--- src/hdl/tgarle_pkg.sv ---
package tgarle_pkg;

  // field and register widths
  localparam int unsigned BYTE_W      = 8;
  localparam int unsigned PIXEL_W     = 32;
  localparam int unsigned RUN_W       = 8;
  localparam int unsigned BPP_W       = 3;
  localparam int unsigned DIM_W       = 16;
  localparam int unsigned COUNT_W     = 2 * DIM_W;
  localparam int unsigned CFG_INDEX_W = 2;
  localparam int unsigned CFG_DATA_W  = 16;

  // result queue depth
  localparam int unsigned DEFAULT_FIFO_DEPTH = 2;

  // register reset values
  localparam logic [BPP_W-1:0] BPP_RESET = 3'd4;
  localparam logic [DIM_W-1:0] DIM_RESET = 16'd1;

  // pixel sizes in bytes
  localparam logic [2:0] BPP_SMALL = 3'd3;
  localparam logic [2:0] BPP_LARGE = 3'd4;

  // packet header layout
  localparam int unsigned PKT_TYPE_BIT   = 7;
  localparam logic [6:0]  PKT_COUNT_MASK = 7'h7f;

  // cycles the front holds off after a register write
  localparam logic [1:0] SETTLE_CYCLES = 2'd2;

  typedef enum logic [CFG_INDEX_W-1:0] {
    CFG_BPP    = 2'd0,
    CFG_WIDTH  = 2'd1,
    CFG_HEIGHT = 2'd2
  } cfg_index_e;

  // finished pixel from the byte parser
  typedef struct packed {
    logic               pix_done;
    logic               repeat_pkt;
    logic [RUN_W-1:0]   packet_left;
    logic [PIXEL_W-1:0] pixel;
  } pix_evt_t;

  // status from the pixel counter back to the parser
  typedef struct packed {
    logic blocked;
    logic four_bytes;
  } count_stat_t;

  // one result item
  typedef struct packed {
    logic [PIXEL_W-1:0] pixel_value;
    logic [RUN_W-1:0]   run_length;
    logic               image_done;
    logic               run_clipped;
  } result_t;

endpackage

--- src/hdl/tga_rle_pixel_decoder.sv ---
// TGA run-length pixel decoder for 24 and 32 bit true-colour images. Bytes of the RLE pixel
// section go in one per cycle on push/full; each finished pixel comes out of a small result
// queue on empty/pop with its value (first byte in bits 7:0), its run length, and flags for
// image complete and run clipped at the image end. start_image on a byte restarts the image
// and that byte is read as a packet header; bytes past the last pixel are dropped. The
// parser and the pixel counter take one byte every cycle while full is low, with no
// bubbles, so a result goes into the queue in the same cycle as the last byte of its pixel.
// After any register write full stays high while the pixel total (width times height, one
// multiplier) and the remaining count are recomputed.
module tga_rle_pixel_decoder #(
  parameter int unsigned FIFO_DEPTH = tgarle_pkg::DEFAULT_FIFO_DEPTH
) (
  input  logic                               clk_i,
  input  logic                               rst_ni,
  input  logic                               cfg_we_i,
  input  logic [tgarle_pkg::CFG_INDEX_W-1:0] cfg_index_i,
  input  logic [tgarle_pkg::CFG_DATA_W-1:0]  cfg_wdata_i,
  input  logic                               push,
  output logic                               full,
  input  logic [tgarle_pkg::BYTE_W-1:0]      data_byte_i,
  input  logic                               start_image_i,
  output logic                               empty,
  input  logic                               pop,
  output logic [tgarle_pkg::PIXEL_W-1:0]     pixel_value_o,
  output logic [tgarle_pkg::RUN_W-1:0]       run_length_o,
  output logic                               image_done_o,
  output logic                               run_clipped_o
);
  import tgarle_pkg::*;

  logic        accept;
  logic        fifo_full;
  logic        cfg_busy;
  logic        res_valid;
  logic        pop_ok;
  pix_evt_t    evt;
  count_stat_t stat;
  result_t     res;
  result_t     head;

  // input item taken when the queue has room and the counter is settled
  assign full   = fifo_full || cfg_busy;
  assign accept = push && !full;
  assign pop_ok = pop && !empty;

  tgarle_parse u_parse (
    .clk_i    (clk_i),
    .rst_ni   (rst_ni),
    .accept_i (accept),
    .start_i  (start_image_i),
    .byte_i   (data_byte_i),
    .stat_i   (stat),
    .evt_o    (evt)
  );

  tgarle_count u_count (
    .clk_i       (clk_i),
    .rst_ni      (rst_ni),
    .cfg_we_i    (cfg_we_i),
    .cfg_index_i (cfg_index_i),
    .cfg_wdata_i (cfg_wdata_i),
    .accept_i    (accept),
    .start_i     (start_image_i),
    .evt_i       (evt),
    .stat_o      (stat),
    .busy_o      (cfg_busy),
    .res_valid_o (res_valid),
    .res_o       (res)
  );

  tgarle_fifo #(
    .DEPTH (FIFO_DEPTH)
  ) u_fifo (
    .clk_i   (clk_i),
    .rst_ni  (rst_ni),
    .push_i  (res_valid),
    .data_i  (res),
    .full_o  (fifo_full),
    .pop_i   (pop_ok),
    .empty_o (empty),
    .data_o  (head)
  );

  // result ports from the queue head
  assign pixel_value_o = head.pixel_value;
  assign run_length_o  = head.run_length;
  assign image_done_o  = head.image_done;
  assign run_clipped_o = head.run_clipped;

endmodule

--- src/hdl/tgarle_parse.sv ---
module tgarle_parse (
  input  logic                           clk_i,
  input  logic                           rst_ni,
  input  logic                           accept_i,
  input  logic                           start_i,
  input  logic [tgarle_pkg::BYTE_W-1:0]  byte_i,
  input  tgarle_pkg::count_stat_t        stat_i,
  output tgarle_pkg::pix_evt_t           evt_o
);
  import tgarle_pkg::*;

  logic               expect_q, expect_d;
  logic               repeat_q, repeat_d;
  logic [RUN_W-1:0]   left_q, left_d;
  logic [1:0]         bip_q, bip_d;
  logic [PIXEL_W-1:0] asm_q, asm_d;

  // state as seen after an optional image restart
  logic               expect_b;
  logic               repeat_b;
  logic [RUN_W-1:0]   left_b;
  logic [1:0]         bip_b;
  logic [PIXEL_W-1:0] asm_b;

  logic [PIXEL_W-1:0] merged;
  logic [2:0]         next_bip;
  logic [2:0]         bpp_lim;
  logic [RUN_W-1:0]   left_dec;

  // start of image clears the parser before the byte is taken
  always_comb begin
    if (start_i) begin
      expect_b = 1'b1;
      repeat_b = 1'b0;
      left_b   = '0;
      bip_b    = '0;
      asm_b    = '0;
    end else begin
      expect_b = expect_q;
      repeat_b = repeat_q;
      left_b   = left_q;
      bip_b    = bip_q;
      asm_b    = asm_q;
    end
  end

  // byte placement and pixel size
  assign merged   = asm_b | (PIXEL_W'(byte_i) << {bip_b, 3'b000});
  assign next_bip = {1'b0, bip_b} + 3'd1;
  assign bpp_lim  = stat_i.four_bytes ? BPP_LARGE : BPP_SMALL;
  assign left_dec = (left_b != '0) ? left_b - RUN_W'(1) : '0;

  // header and pixel byte handling
  always_comb begin
    expect_d          = expect_q;
    repeat_d          = repeat_q;
    left_d            = left_q;
    bip_d             = bip_q;
    asm_d             = asm_q;
    evt_o.pix_done    = 1'b0;
    evt_o.repeat_pkt  = repeat_b;
    evt_o.packet_left = left_b;
    evt_o.pixel       = merged;
    if (accept_i) begin
      expect_d = expect_b;
      repeat_d = repeat_b;
      left_d   = left_b;
      bip_d    = bip_b;
      asm_d    = asm_b;
      if (!stat_i.blocked) begin
        if (expect_b) begin
          repeat_d = byte_i[PKT_TYPE_BIT];
          left_d   = {1'b0, byte_i[6:0] & PKT_COUNT_MASK} + RUN_W'(1);
          expect_d = 1'b0;
          bip_d    = '0;
          asm_d    = '0;
        end else if (next_bip < bpp_lim) begin
          bip_d = next_bip[1:0];
          asm_d = merged;
        end else begin
          bip_d          = '0;
          asm_d          = '0;
          evt_o.pix_done = 1'b1;
          if (repeat_b) begin
            left_d   = '0;
            expect_d = 1'b1;
          end else begin
            left_d = left_dec;
            if (left_dec == '0) begin
              expect_d = 1'b1;
            end
          end
        end
      end
    end
  end

  // parser registers
  always_ff @(posedge clk_i or negedge rst_ni) begin
    if (!rst_ni) begin
      expect_q <= 1'b1;
      repeat_q <= 1'b0;
      left_q   <= '0;
      bip_q    <= '0;
      asm_q    <= '0;
    end else begin
      expect_q <= expect_d;
      repeat_q <= repeat_d;
      left_q   <= left_d;
      bip_q    <= bip_d;
      asm_q    <= asm_d;
    end
  end

`ifndef SYNTHESIS
  a_pix_needs_pixel_byte: assert property (@(posedge clk_i) disable iff (!rst_ni)
    evt_o.pix_done |-> (accept_i && !start_i && !stat_i.blocked))
    else $error("pixel finished without a pixel byte");
  a_header_opens_packet: assert property (@(posedge clk_i) disable iff (!rst_ni)
    (accept_i && !stat_i.blocked && expect_b) |=> (!expect_q && bip_q == '0 && left_q != '0))
    else $error("header did not open a packet");
  a_repeat_closes_packet: assert property (@(posedge clk_i) disable iff (!rst_ni)
    (evt_o.pix_done && evt_o.repeat_pkt) |=> expect_q)
    else $error("repeat packet did not close after its pixel");
`endif

endmodule

--- src/hdl/tgarle_count.sv ---
module tgarle_count (
  input  logic                               clk_i,
  input  logic                               rst_ni,
  input  logic                               cfg_we_i,
  input  logic [tgarle_pkg::CFG_INDEX_W-1:0] cfg_index_i,
  input  logic [tgarle_pkg::CFG_DATA_W-1:0]  cfg_wdata_i,
  input  logic                               accept_i,
  input  logic                               start_i,
  input  tgarle_pkg::pix_evt_t               evt_i,
  output tgarle_pkg::count_stat_t            stat_o,
  output logic                               busy_o,
  output logic                               res_valid_o,
  output tgarle_pkg::result_t                res_o
);
  import tgarle_pkg::*;

  logic [BPP_W-1:0]   bpp_q, bpp_d;
  logic [DIM_W-1:0]   width_q, width_d;
  logic [DIM_W-1:0]   height_q, height_d;
  logic [COUNT_W-1:0] total_q, total_d;
  logic [COUNT_W-1:0] pdone_q, pdone_d;
  logic [COUNT_W-1:0] remain_q, remain_d;
  logic               finished_q, finished_d;
  logic [1:0]         settle_q, settle_d;

  logic [RUN_W-1:0]   n_pix;
  logic               rem_narrow;
  logic               n_gt;
  logic               n_ge;
  logic [RUN_W-1:0]   run;
  logic               clipped;

  // register writes
  always_comb begin
    bpp_d    = bpp_q;
    width_d  = width_q;
    height_d = height_q;
    if (cfg_we_i) begin
      case (cfg_index_i)
        CFG_BPP:    bpp_d    = cfg_wdata_i[BPP_W-1:0];
        CFG_WIDTH:  width_d  = cfg_wdata_i[DIM_W-1:0];
        CFG_HEIGHT: height_d = cfg_wdata_i[DIM_W-1:0];
        default: ;
      endcase
    end
  end

  // pixel total, one multiply per cycle
  assign total_d = COUNT_W'(width_q) * COUNT_W'(height_q);

  // settle counter after a register write
  always_comb begin
    if (cfg_we_i) begin
      settle_d = SETTLE_CYCLES;
    end else if (settle_q != '0) begin
      settle_d = settle_q - 2'd1;
    end else begin
      settle_d = settle_q;
    end
  end

  assign busy_o            = (settle_q != '0);
  assign stat_o.four_bytes = (bpp_q > BPP_W'(BPP_SMALL));
  assign stat_o.blocked    = start_i ? (total_q == '0) : (finished_q || remain_q == '0);

  // run length against the pixels still to come
  assign n_pix      = evt_i.repeat_pkt ? evt_i.packet_left : RUN_W'(1);
  assign rem_narrow = (remain_q[COUNT_W-1:RUN_W] == '0);
  assign n_gt       = rem_narrow && (n_pix > remain_q[RUN_W-1:0]);
  assign n_ge       = rem_narrow && (n_pix >= remain_q[RUN_W-1:0]);
  assign run        = n_gt ? remain_q[RUN_W-1:0] : n_pix;
  assign clipped    = evt_i.repeat_pkt ? n_gt :
                      (evt_i.packet_left > RUN_W'(1) && remain_q == COUNT_W'(1));

  // pixel accounting
  always_comb begin
    pdone_d    = pdone_q;
    remain_d   = remain_q;
    finished_d = finished_q;
    if (accept_i && start_i) begin
      pdone_d    = '0;
      remain_d   = total_q;
      finished_d = 1'b0;
    end else if (accept_i && evt_i.pix_done) begin
      pdone_d    = pdone_q + COUNT_W'(run);
      remain_d   = remain_q - COUNT_W'(run);
      finished_d = finished_q | n_ge;
    end else if (settle_q == 2'd1) begin
      remain_d = (total_q > pdone_q) ? total_q - pdone_q : '0;
    end
  end

  // result item
  assign res_valid_o       = accept_i && evt_i.pix_done;
  assign res_o.pixel_value = evt_i.pixel;
  assign res_o.run_length  = run;
  assign res_o.image_done  = n_ge;
  assign res_o.run_clipped = clipped;

  // counter and register state
  always_ff @(posedge clk_i or negedge rst_ni) begin
    if (!rst_ni) begin
      bpp_q      <= BPP_RESET;
      width_q    <= DIM_RESET;
      height_q   <= DIM_RESET;
      total_q    <= COUNT_W'(1);
      pdone_q    <= '0;
      remain_q   <= COUNT_W'(1);
      finished_q <= 1'b0;
      settle_q   <= '0;
    end else begin
      bpp_q      <= bpp_d;
      width_q    <= width_d;
      height_q   <= height_d;
      total_q    <= total_d;
      pdone_q    <= pdone_d;
      remain_q   <= remain_d;
      finished_q <= finished_d;
      settle_q   <= settle_d;
    end
  end

`ifndef SYNTHESIS
  a_run_nonzero: assert property (@(posedge clk_i) disable iff (!rst_ni)
    res_valid_o |-> (res_o.run_length != '0))
    else $error("result with zero run length");
  a_clip_ends_image: assert property (@(posedge clk_i) disable iff (!rst_ni)
    (res_valid_o && res_o.run_clipped) |-> res_o.image_done)
    else $error("clipped run did not finish the image");
  a_done_blocks: assert property (@(posedge clk_i) disable iff (!rst_ni)
    (res_valid_o && res_o.image_done) |=> (finished_q && remain_q == '0))
    else $error("finished image still open");
`endif

endmodule

--- src/hdl/tgarle_fifo.sv ---
module tgarle_fifo #(
  parameter int unsigned DEPTH = tgarle_pkg::DEFAULT_FIFO_DEPTH
) (
  input  logic                clk_i,
  input  logic                rst_ni,
  input  logic                push_i,
  input  tgarle_pkg::result_t data_i,
  output logic                full_o,
  input  logic                pop_i,
  output logic                empty_o,
  output tgarle_pkg::result_t data_o
);
  import tgarle_pkg::*;

  localparam int unsigned PTR_W = (DEPTH > 1) ? $clog2(DEPTH) : 1;
  localparam int unsigned CNT_W = $clog2(DEPTH + 1);

  result_t          mem_q [DEPTH];
  logic [PTR_W-1:0] wr_ptr_q, wr_ptr_d;
  logic [PTR_W-1:0] rd_ptr_q, rd_ptr_d;
  logic [CNT_W-1:0] count_q, count_d;

  // storage
  always_ff @(posedge clk_i) begin
    if (push_i) begin
      mem_q[wr_ptr_q] <= data_i;
    end
  end

  assign data_o  = mem_q[rd_ptr_q];
  assign full_o  = (count_q == CNT_W'(DEPTH));
  assign empty_o = (count_q == '0);

  // pointers and fill level
  always_comb begin
    wr_ptr_d = wr_ptr_q;
    rd_ptr_d = rd_ptr_q;
    count_d  = count_q;
    if (push_i) begin
      wr_ptr_d = (wr_ptr_q == PTR_W'(DEPTH - 1)) ? '0 : wr_ptr_q + PTR_W'(1);
    end
    if (pop_i) begin
      rd_ptr_d = (rd_ptr_q == PTR_W'(DEPTH - 1)) ? '0 : rd_ptr_q + PTR_W'(1);
    end
    if (push_i && !pop_i) begin
      count_d = count_q + CNT_W'(1);
    end else if (pop_i && !push_i) begin
      count_d = count_q - CNT_W'(1);
    end
  end

  always_ff @(posedge clk_i or negedge rst_ni) begin
    if (!rst_ni) begin
      wr_ptr_q <= '0;
      rd_ptr_q <= '0;
      count_q  <= '0;
    end else begin
      wr_ptr_q <= wr_ptr_d;
      rd_ptr_q <= rd_ptr_d;
      count_q  <= count_d;
    end
  end

`ifndef SYNTHESIS
  a_no_overflow: assert property (@(posedge clk_i) disable iff (!rst_ni)
    push_i |-> (count_q != CNT_W'(DEPTH)))
    else $error("item pushed into a full queue");
  a_no_underflow: assert property (@(posedge clk_i) disable iff (!rst_ni)
    pop_i |-> (count_q != '0))
    else $error("item popped from an empty queue");
  a_push_grows: assert property (@(posedge clk_i) disable iff (!rst_ni)
    (push_i && !pop_i) |=> (count_q == $past(count_q) + CNT_W'(1)))
    else $error("queue level did not grow on push");
`endif

endmodule

--- config.mk ---
export PLATFORM = sky130hd
export DESIGN_NAME = tga_rle_pixel_decoder
export DESIGN_NICKNAME = d
export VERILOG_FILES = /design/src/hdl/tgarle_pkg.sv /design/src/hdl/tga_rle_pixel_decoder.sv /design/src/hdl/tgarle_parse.sv /design/src/hdl/tgarle_count.sv /design/src/hdl/tgarle_fifo.sv
export SDC_FILE = /design/constraint.sdc
export NUM_CORES = 1
export LEC_CHECK = 0
export BUFFER_PORTS_ARGS = -buffer_cell sky130_fd_sc_hd__buf_4
export CAP_MARGIN = 40
export CELL_PAD_IN_SITES_DETAIL_PLACEMENT = 1
export CELL_PAD_IN_SITES_GLOBAL_PLACEMENT = 2
export CORE_ASPECT_RATIO = 1.25
export CORE_MARGIN = 2
export CORE_UTILIZATION = 45
export CTS_BUF_LIST = sky130_fd_sc_hd__clkbuf_16
export CTS_CLUSTER_SIZE = 10
export DETAILED_ROUTE_END_ITERATION = 16
export PLACE_DENSITY = 0.93
export SYNTH_ARGS = -nofsm -noshare
export SYNTH_HDL_FRONTEND = slang
export SYNTH_SLANG_ARGS = --single-unit
--- constraint.sdc ---
create_clock -name clk_i -period 14.29 [get_ports clk_i]
set_clock_uncertainty 0.15 [all_clocks]
set_input_delay 2.858 -clock clk_i [delete_from_list [all_inputs] [get_ports clk_i]]
set_output_delay 2.858 -clock clk_i [all_outputs]
set_load 0.005 [all_outputs]
==> metrics.yaml, run 1 <==
outcome: "finished, final reports clean"
post_drt_wl_per_cell_um: 20.96
fin_util_pct: 50.53
die_height_um: 254.2
cts.root.buffer_cell: "clkbuf_16"
drc: 0
grt_antenna_before_repair: 0
layout_commonest_cell: "inv_1"
arrival_ns: 8.71
synthArstFlopShare_pct: 68.18
die-area_um2: 51910
crit_type: "in2reg"
dp.final_hpwl_um: 47480
die_x_um: 204.2
maxCapViolCount: 0
worstMarginPinSlew_ns: 0.8889
track_usage_pct: 25.34
setup.worst_path.start_class: "primary input"
rsz0062_at_grt: "false"
clock_latency_ns: 0.56
fin_crit_ns: 8.452
synth_seq_cells: 264
synth_flop_cell: "dfrtp_1"
setup_viol: 0
fin_crit_sh_pct: 59.15
place_congestion: 0.8929
final_cell_mix: "inv_1, nand2_1, fa_1, dfrtp_1, ha_1"
ctsResizeCount: 0
rows: 91
post_cts_buffers: 0
nFillCells: 5501
max-slew-margin-rel_pct: 39.98
syn_area_um2: 22540
grt_max_degree: 79
synth_seq_area_share_pct: 31.20
synth_cell_types: 77
grt_overflow: 0
num_vias: 17290
clock_path_buffers: 3
hold_viol_final: 0
crit_required_ns: 14.55
avgSynthCellArea_um2: 9.763
syn_inst: 2309
ctsHoldBuffers: 0
layout.nets: 2751
timing.hold.ws_ns: 0.3522
drive_above_1_share_pct: 10.51
dp.cells: 2964
firstDrtPassIters: 5
antennaDiodeCount: 0
hp-class: "reg2reg"
endpoint_kind: "flip-flop"
syn_nets: 2708
via_per_inst: 5.708
synth_edf_count: 84
drt_iter0_markers: 817
io_pins: 76
path_clk_slew_ns: 0.06
start_util_pct: 45.62
wirelength_um: 63470
cts_buffers: 35
path_max_fanout: 42
ys_warn_count: 0
syn_to_final_growth_pct: 10.76
clkSinkCount: 264
slew_viol_final: 0
portBuffers: 75
grt_pass1_wl_um: 103800
max_freq_ghz: 0.1183
cts_tree: "yes"
ant_nets: 0
stdcell_count: 3029
core_um2: 49410
grt_pass1_vias: 19682
htree_levels: 2
tns_ns: 0
==> metrics by stage <==
step,instance area (µm²),setup slack (ns)
global placement,23690,5.593
floorplan,22540,5.945
finish,24970,5.838
detailed placement,23850,5.234
CTS,24960,5.764
global route,24970,5.366
==> kinds of logic after synthesis <==
group / count (synthesis) / synth area share (%)
AOI/OAI and AO/OA: 443 / 12.89
xor gates and xnor gates: 114 / 4.429
adders and majority gates: 367 / 26.93
buffers and inverters: 387 / 6.544
DFF: 264 / 31.20
muxes: 77 / 3.830
and+or+nand+nor: 657 / 14.17
==> sequential cells by signal, indices dropped and copies added (netlist names), 2 cells and up <==
name              count
u_fifo.mem_q         84
u_count.pdone_q      32
u_count.width_q      16
u_fifo.count_q        2
u_count.settle_q      2
u_parse.asm_q        32
u_count.remain_q     32
u_count.total_q      32
u_parse.left_q        8
u_count.height_q     16
u_parse.bip_q         2
==> layout make-up <==
class	count	area (µm²)	area share, %
timing repair buffer	98	837.1	3.353
sequential	264	7036	28.18
clock buffer	36	900.9	3.608
tap	651	814.5	3.262
clock inverter	27	211.5	0.8469
inverter	295	1107	4.435
multi-input combinational	1658	14060	56.32
==> worst paths after layout <==
path	startpoint	end	slack [ns]	cells after the start
max	start_image_i	u_count.remain_q[30]	5.84	27
min	u_parse.asm_q[20]	u_parse.asm_q[20]	0.35	1
max reg2reg	u_count.width_q[7]	u_count.total_q[29]	6.62	23
min reg2reg	u_parse.asm_q[20]	u_parse.asm_q[20]	0.35	1
max in group asynchronous	rst_ni	u_count.total_q[0]	10.37	4
min in group asynchronous	rst_ni	u_count.pdone_q[11]	2.07	1
==> per-layer routing <==
layer	GRT usage (%)	routed length, µm	vias to the layer above
li1	-	-	7861
met1	28.44	24060	8898
met2	48.02	34520	360
met3	2.722	2005	171
met4	11.35	2894	0
met5	0	0	-
==> synth_stat cells, drive strengths merged, types with 40 or more instances <==
master	number	area share, %
and2	129	3.6
nand2	227	3.8
a22o	40	1.6
xnor2	71	2.8
fa	197	17
xor2	43	1.7
nor2	132	2.2
ha	170	9.4
dfrtp	174	19
mux2	74	3.7
a21oi	125	2.8
o21ai	104	2.3
inv	294	4.9
clkbuf	81	1.3
edfxtp	84	11
==> worst max-delay path: stages <==
cell and delay, ns:
buf_4 0.25, nor2b_1 0.47, and2_1 0.23, ha_1 0.25, nor2b_1 0.14, o21a_1 0.16
o21a_1 0.17, o21a_1 0.16, o21a_1 0.17, o21a_1 0.16, o21a_1 0.18, o21ai_1 0.12
buf_4 0.25, nor2_1 0.06, a21oi_1 0.29, ha_1 0.26, fa_1 0.23, nor2b_1 0.08
o21ai_0 0.29, a21boi_0 0.20, o41ai_1 0.32, buf_4 0.23, nand4_1 0.26, nor4_1 0.35
xor2_1 0.13, a221oi_1 0.32, a21oi_1 0.11
Power of run 1 is not shown: default switching activity piles up to over one toggle a cycle in this logic, so the estimate is an artifact.
==> run 2, diff against run 1 <==
--- a/config.mk
+++ b/config.mk
@@ -5,17 +5,18 @@
 export SDC_FILE = /design/constraint.sdc
 export NUM_CORES = 1
 export LEC_CHECK = 0
+export ABC_AREA = 1
 export BUFFER_PORTS_ARGS = -buffer_cell sky130_fd_sc_hd__buf_4
 export CAP_MARGIN = 40
 export CELL_PAD_IN_SITES_DETAIL_PLACEMENT = 1
 export CELL_PAD_IN_SITES_GLOBAL_PLACEMENT = 2
 export CORE_ASPECT_RATIO = 1.25
 export CORE_MARGIN = 2
-export CORE_UTILIZATION = 45
+export CORE_UTILIZATION = 38
 export CTS_BUF_LIST = sky130_fd_sc_hd__clkbuf_16
 export CTS_CLUSTER_SIZE = 10
 export DETAILED_ROUTE_END_ITERATION = 16
-export PLACE_DENSITY = 0.93
+export PLACE_DENSITY = 0.88
 export SYNTH_ARGS = -nofsm -noshare
 export SYNTH_HDL_FRONTEND = slang
 export SYNTH_SLANG_ARGS = --single-unit
==> constraint.sdc (replaced) <==
create_clock -name clk_i -period 8.5 [get_ports clk_i]
set_clock_uncertainty 0.15 [all_clocks]
set_input_delay 1.7 -clock clk_i [delete_from_list [all_inputs] [get_ports clk_i]]
set_output_delay 1.7 -clock clk_i [all_outputs]
set_load 0.005 [all_outputs]
==> metrics.yaml, run 2 <==
synth_compound_area_share_pct: 8.124  # was 12.89%
post_cts_buffers: 0  # unchanged
hold_viol_final: 0  # unchanged
synthMuxAreaShare_pct: 0  # was 3.830%
timing.rr.start: "u_count.width_q[12]"  # was u_count.width_q[7]
antennaDiodeCount: 0  # unchanged
path_max_fanout: 56  # was 42
num_vias: 21967  # was 17,290
htree_levels: 2  # unchanged
path_clk_slew_ns: 0.06  # about the same
synth_cell_types: 50  # was 77
drc: 0  # unchanged
die_height_um: 293.5  # was 254.2 µm
syn_nets: 3879  # was 2,708
start_util_pct: 38.26  # was 45.62%
max-slew-margin-rel_pct: 37.21  # was 39.98%
firstDrtPassIters: 5  # unchanged
grt_antenna_before_repair: 0  # unchanged
syn_to_final_growth_pct: 8.905  # was 10.76%
final_cell_mix: "nand2_1, inv_1, nor2_1, fa_1, dfrtp_1"  # was inv_1, nand2_1, fa_1, dfrtp_1, ha_1
layout.nets: 3871  # was 2,751
rsz0062_at_grt: "false"  # unchanged
setup.worst_path.start_class: "primary input"  # unchanged
clock_latency_ns: 0.56  # about the same
ant_nets: 0  # unchanged
fin_util_pct: 41.67  # was 50.53%
fin_crit_sh_pct: 78.95
regMostFlops: "u_fifo.mem_q"  # unchanged
slew_viol_final: 0  # unchanged
max_stage_delay_ns: 0.62  # was 0.47 ns
portBuffers: 75  # unchanged
crit_required_ns: 8.75  # was 14.55 ns
via_per_inst: 5.038  # was 5.708
p_per_area_nw_per_um2: 432.7
synth_top_family_by_area: "simple AND/OR/NAND/NOR gates"  # was adder cells
synth.top_cells.by_area: "dfrtp_1, nand2_1, fa_1"  # was dfrtp_1, fa_1, edfxtp_1
synth_edf_count: 84  # unchanged
synth_seq_area_share_pct: 27.61  # was 31.20%
layout_commonest_cell: "nand2_1"  # was inv_1
largest_register_ffs: 84  # unchanged
ctsHoldBuffers: 0  # unchanged
synth_flop_cell: "dfrtp_1"  # unchanged
hp-class: "reg2reg"  # unchanged
ctsResizeCount: 0  # unchanged
outcome: "finished, final reports clean"  # unchanged
cts.root.buffer_cell: "clkbuf_16"  # unchanged
grt_overflow: 0  # unchanged
setup_viol: 0  # unchanged
synth.top_cell.area_share_pct: 17.09  # was 19.32%
synthArstFlopShare_pct: 68.18  # unchanged
track_usage_pct: 22.93  # was 25.34%
syn_inst: 3480  # was 2,309
crit_type: "in2reg"  # unchanged
grt_max_degree: 95  # was 79
io_pins: 76  # unchanged
maxCapViolCount: 0  # unchanged
min_from: "u_count.settle_q[1]"  # was u_parse.asm_q[20]
synthXorXnorAreaFrac_pct: 2.922  # was 4.429%
die-area_um2: 69140  # was 51,910 µm²
avgSynthCellArea_um2: 7.320  # was 9.763 µm²
ys_warn_count: 0  # unchanged
cts_buffers: 34  # was 35
clock_path_buffers: 3  # unchanged
place_congestion: 0.8602  # was 0.8929
drt_iter0_markers: 999  # was 817
arrival_ns: 6.96  # was 8.71 ns
rows: 106  # was 91
synth_seq_cells: 264  # unchanged
crit_path_frequent_cell: "nand2_1"  # was o21a_1
grt_pass1_wl_um: 126600  # was 103,800 µm
power_leakage_nw: 14.88
dp.final_hpwl_um: 60210  # was 47,480 µm
worstMarginPinSlew_ns: 0.9419  # was 0.8889 ns
wirelength_um: 78190  # was 63,470 µm
post_drt_wl_per_cell_um: 17.93  # was 20.96 µm
core_um2: 66580  # was 49,410 µm²
endpoint_kind: "flip-flop"  # unchanged
ir_drop_v: 0.0003155
synthAdderAreaFrac_pct: 23.83  # was 26.93%
die_x_um: 235.6  # was 204.2 µm
grt_pass1_vias: 23566  # was 19,682
syn_area_um2: 25470  # was 22,540 µm²
cp_slowest_cell: "a21oi_1"  # was nor2b_1
clkSinkCount: 264  # unchanged
cts_tree: "yes"  # unchanged
crit_start: "start_image_i"  # unchanged
max_freq_ghz: 0.1490
yosysMostFrequentCell: "nand2_1"  # was inv_1
yosysTopAreaCell: "dfrtp_1"  # unchanged
drive_above_1_share_pct: 5.721  # was 10.51%
tns_ns: 0  # unchanged
synthTopCellsByCount: "nand2_1, inv_1, nor2_1, fa_1, dfrtp_1"  # was inv_1, nand2_1, fa_1, dfrtp_1, ha_1
fin_crit_ns: 6.711
yosys.area_share.simple_pct: 25.06  # was 14.17%
-- run 2: changes by cell type after synthesis, sizes merged, moves of 39 or more --
| cell | previous run | this run |
|---|---|---|
| o22ai | 11 | 57 |
| nand2 | 227 | 1062 |
| a22o | 40 | 1 |
| o21ai | 104 | 170 |
| and2 | 129 | 1 |
| inv | 294 | 678 |
| mux2 | 74 | 0 |
| nand3 | 34 | 118 |
| xnor2 | 71 | 27 |
| nor2 | 132 | 306 |
-- run 2: through the flow --
stage / setup WS (ns) / area (µm²) / instances / power [W] / hold slack [ns]
finish: 1.789 / 27740 / 4360 / 0.01200 / 0.3620
global route: 1.196 / 27740 / 4360 / 0.01337 / 0.3944
CTS: 1.839 / 27740 / 4360 / 0.01219 / 0.3654
detailed placement: 1.266 / 26710 / 4300 / 0.01073 / 0.3500
global placement: 1.415 / 26620 / 4296 / 0.01056 / 0.3327
floorplan: 2.427 / 25470 / 3480 / 0.008164 / 0.3047
-- run 2: worst paths after layout --
check                                 endpoint  slack, ns  cells after the start
min in group asynchronous  u_count.pdone_q[15]       1.08                      2
max                        u_count.pdone_q[30]       1.79                     27
min reg2reg                u_count.settle_q[1]       0.36                      2
max in group asynchronous   u_count.width_q[3]       6.00                      3
max reg2reg                u_count.total_q[26]       2.07                     18
min                        u_count.settle_q[1]       0.36                      2
-- run 2: kinds of logic (layout without fill, tap and decap cells) --
kind of cell / count (synthesis) / after routing
AND/OR/NAND/NOR: 1580 / 1580
AO/OA/AOI/OAI: 367 / 367
buffers and inverters: 817 / 833
XOR/XNOR: 85 / 85
adder cells (fa/ha/maj): 367 / 367
flip-flops: 264 / 264
-- run 2: layer usage --
layer | track usage (%) | wire, µm | vias to the layer above
li1 | - | - | 10663
met1 | 27.75 | 32970 | 10859
met5 | 0 | 0 | -
met4 | 7.100 | 2358 | 0
met3 | 1.870 | 1858 | 127
met2 | 43.01 | 41000 | 318
-- run 2: critical path: cells and delay by family --
kind | cells | cell delay, ns
xor gates and xnor gates | 1 | 0.17
buffers and inverters | 5 | 0.97
adders and majority gates | 3 | 0.95
AOI/OAI and AO/OA | 4 | 0.98
and+or+nand+nor | 14 | 2.16
-- run 2: final cells by class --
type                            count  area [µm²]
Clock inverter                     25       152.6
Tap cell                          864        1081
Inverter                          681        2556
Timing Repair Buffer               92       757.0
Fill cell                        8427       38840
Sequential cell                   264        7034
Clock buffer                       35       875.8
Multi-Input combinational cell   2399       15290
-- run 2: power breakdown --
part           internal, W  switching [W]
combinational      0.00303        0.00539
sequential         0.00172       0.000498
clock             0.000776       0.000591
total              0.00552        0.00648
Power figures use the tool's default switching activity.
==> run 3, diff against run 2 <==
--- a/config.mk
+++ b/config.mk
@@ -12,11 +12,11 @@
 export CELL_PAD_IN_SITES_GLOBAL_PLACEMENT = 2
 export CORE_ASPECT_RATIO = 1.25
 export CORE_MARGIN = 2
-export CORE_UTILIZATION = 38
+export CORE_UTILIZATION = 34
 export CTS_BUF_LIST = sky130_fd_sc_hd__clkbuf_16
 export CTS_CLUSTER_SIZE = 10
 export DETAILED_ROUTE_END_ITERATION = 16
-export PLACE_DENSITY = 0.88
+export PLACE_DENSITY = 0.84
 export SYNTH_ARGS = -nofsm -noshare
 export SYNTH_HDL_FRONTEND = slang
 export SYNTH_SLANG_ARGS = --single-unit
==> constraint.sdc (replaced) <==
create_clock -name clk_i -period 6.1 [get_ports clk_i]
set_clock_uncertainty 0.15 [all_clocks]
set_input_delay 1.22 -clock clk_i [delete_from_list [all_inputs] [get_ports clk_i]]
set_output_delay 1.22 -clock clk_i [all_outputs]
set_load 0.005 [all_outputs]
==> metrics.yaml, run 3 (synthesis gave the netlist of run 2 again) <==
portBuffers: 75  # unchanged
cts.root.buffer_cell: "clkbuf_16"  # unchanged
clock_latency_ns: 0.58  # was 0.56 ns
die_height_um: 310.0  # was 293.5 µm
crit_type: "reg2reg"  # was in2reg
rsz0062_at_grt: "false"  # unchanged
grt_antenna_before_repair: 0  # unchanged
min_path_cells: 2  # unchanged
max-slew-margin-rel_pct: 44.19  # was 37.21%
setup.worst_path.start_class: "flip-flop"  # was primary input
clkSinkCount: 264  # unchanged
cp_cell_sequence: "buf_4, nand2_1, fa_1, inv_1, fa_1, fa_1, fa_1, fa_1, inv_1, fa_1, inv_1, ha_1, nand2_1, o21ai_0, nand2_1, o211ai_1, a21oi_1, o21ai_0, xor2_1"
ant_nets: 0  # unchanged
placed_cell_area_um2: 27220  # was 26,710 µm²
rr_worst_depth: 19  # was 18
max_stage_delay_ns: 0.57  # was 0.62 ns
final_cell_mix: "nand2_1, inv_1, nor2_1, fa_1, ha_1"  # was nand2_1, inv_1, nor2_1, fa_1, dfrtp_1
crit_path_frequent_cell: "fa_1"  # was nand2_1
hold_viol_final: 0  # unchanged
drc: 0  # unchanged
ctsHoldBuffers: 0  # unchanged
wirelength_um: 78630  # was 78,190 µm
endpoint_kind: "flip-flop"  # unchanged
start_util_pct: 34.23  # was 38.26%
arrival_ns: 6.20  # was 6.96 ns
path_max_fanout: 9  # was 56
io_pins: 76  # unchanged
slew_viol_final: 0  # unchanged
htree_levels: 2  # unchanged
stdcell_area_um2: 28350  # was 27,740 µm²
maxCapViolCount: 0  # unchanged
timing.hold.ws_ns: 0.3474  # was 0.3620 ns
tns_ns: 0  # unchanged
critical_path_depth: 19  # was 27
firstDrtPassIters: 5  # unchanged
die_x_um: 248.8  # was 235.6 µm
outcome: "finished, final reports clean"  # unchanged
worstMarginPinSlew_ns: 0.8362  # was 0.9419 ns
dp.cells: 4456  # was 4,300
cts_tree: "yes"  # unchanged
cp_slowest_cell: "fa_1"  # was a21oi_1
layout_commonest_cell: "nand2_1"  # unchanged
drt_iter0_markers: 1107  # was 999
dp.final_hpwl_um: 62860  # was 60,210 µm
setup_viol: 0  # unchanged
path_clk_slew_ns: 0.06  # about the same
max_freq_ghz: 0.1709
crit_family: "adder cells"  # was simple AND/OR/NAND/NOR gates
track_usage_pct: 20.67  # was 22.93%
core_um2: 74410  # was 66,580 µm²
post_drt_wl_per_cell_um: 17.39  # was 17.93 µm
crit_required_ns: 6.45  # was 8.75 ns
fin_util_pct: 38.10  # was 41.67%
place_congestion: 0.8669  # was 0.8602
largest_register_ffs: 84  # unchanged
ir_drop_v: 0.0004612  # was 0.0003155 V
layout.nets: 3924  # was 3,871
via_per_inst: 4.884  # was 5.038
grt_pass1_vias: 23272  # was 23,566
syn_to_final_growth_pct: 11.30  # was 8.905%
die-area_um2: 77140  # was 69,140 µm²
fin_crit_sh_pct: 95.90
rows: 112  # was 106
regMostFlops: "u_fifo.mem_q"  # unchanged
hp-class: "reg2reg"  # unchanged
grt_overflow: 0  # unchanged
num_vias: 22081  # was 21,967
clock_path_buffers: 3  # unchanged
stdcell_count: 4521  # was 4,360
fin_crit_ns: 5.850
power_leakage_nw: 15.12  # was 14.88 nW
grt_pass1_wl_um: 126200  # was 126,600 µm
grt_max_degree: 92  # was 95
cts_buffers: 35  # was 34
drive_above_1_share_pct: 7.376  # was 5.721%
p_per_area_nw_per_um2: 593.1  # was 432.7 nW/µm²
antennaDiodeCount: 0  # unchanged
path_buf_inv: 4  # was 5
-- run 3: changes by cell type in the layout (fill, tap and decap cells not counted), moves of 3 or more --
cell	previous run	this run
buf_4	87	139
dfrtp_1	174	168
dfrtp_2	0	6
o21ai_0	129	126
clkinv_1	6	10
-- run 3: final cells by class --
| type | instances | area [µm²] |
|---|---|---|
| fill | 9212 | 46060 |
| multi-input combinational | 2399 | 15300 |
| sequential | 264 | 7042 |
| inverter | 681 | 2556 |
| tap | 969 | 1212 |
| timing repair buffer | 144 | 1152 |
| clock buffer | 35 | 875.8 |
| clock inverter | 29 | 209.0 |
-- run 3: what timing repair did --
item,in CTS,in global routing
gates resized for setup,0,11
setup endpoints to repair,0,11
buffers inserted,0,0
-- run 3: path summary, 6_finish.rpt --
| check | startpoint | to | slack [ns] |
|---|---|---|---|
| min reg2reg | u_count.settle_q[1] | u_count.settle_q[1] | 0.35 |
| min | u_count.settle_q[1] | u_count.settle_q[1] | 0.35 |
| max | u_count.height_q[10] | u_count.total_q[26] | 0.25 |
| max reg2reg | u_count.height_q[10] | u_count.total_q[26] | 0.25 |
| max in group asynchronous | rst_ni | u_count.height_q[6] | 4.22 |
| min in group asynchronous | rst_ni | u_count.pdone_q[31] | 0.57 |
-- run 3: report_power, final --
group          total [W]  internal, W  switching, W
combinational     0.0119      0.00429       0.00759
sequential       0.00295      0.00240      0.000553
clock            0.00198      0.00113      0.000847
-- run 3: stage by stage --
stage | setup slack, ns | total power [W]
2_1_floorplan | 0.4603 | 0.01138
3_3_place_gp | 0.2204 | 0.01470
3_5_place_dp | 0.1154 | 0.01494
4_1_cts | 0.04280 | 0.01705
5_1_grt | 0.006620 | 0.01877
6_report | 0.2501 | 0.01682
-- run 3: worst min-delay path: stages, from the launching register on --
cell	delay, ns
dfrtp_1	0.34
a21oi_1	0.06
o21ai_0	0.06
-- run 3: routing by layer --
metal  track usage (%)  vias to the layer above  share of wire [%]
met5                 0                        -                  0
met4             8.203                        0                4.0
met3             2.183                      140                2.9
met2             38.40                      326                 52
met1             24.42                    10847                 42
li1                  -                    10768                  -
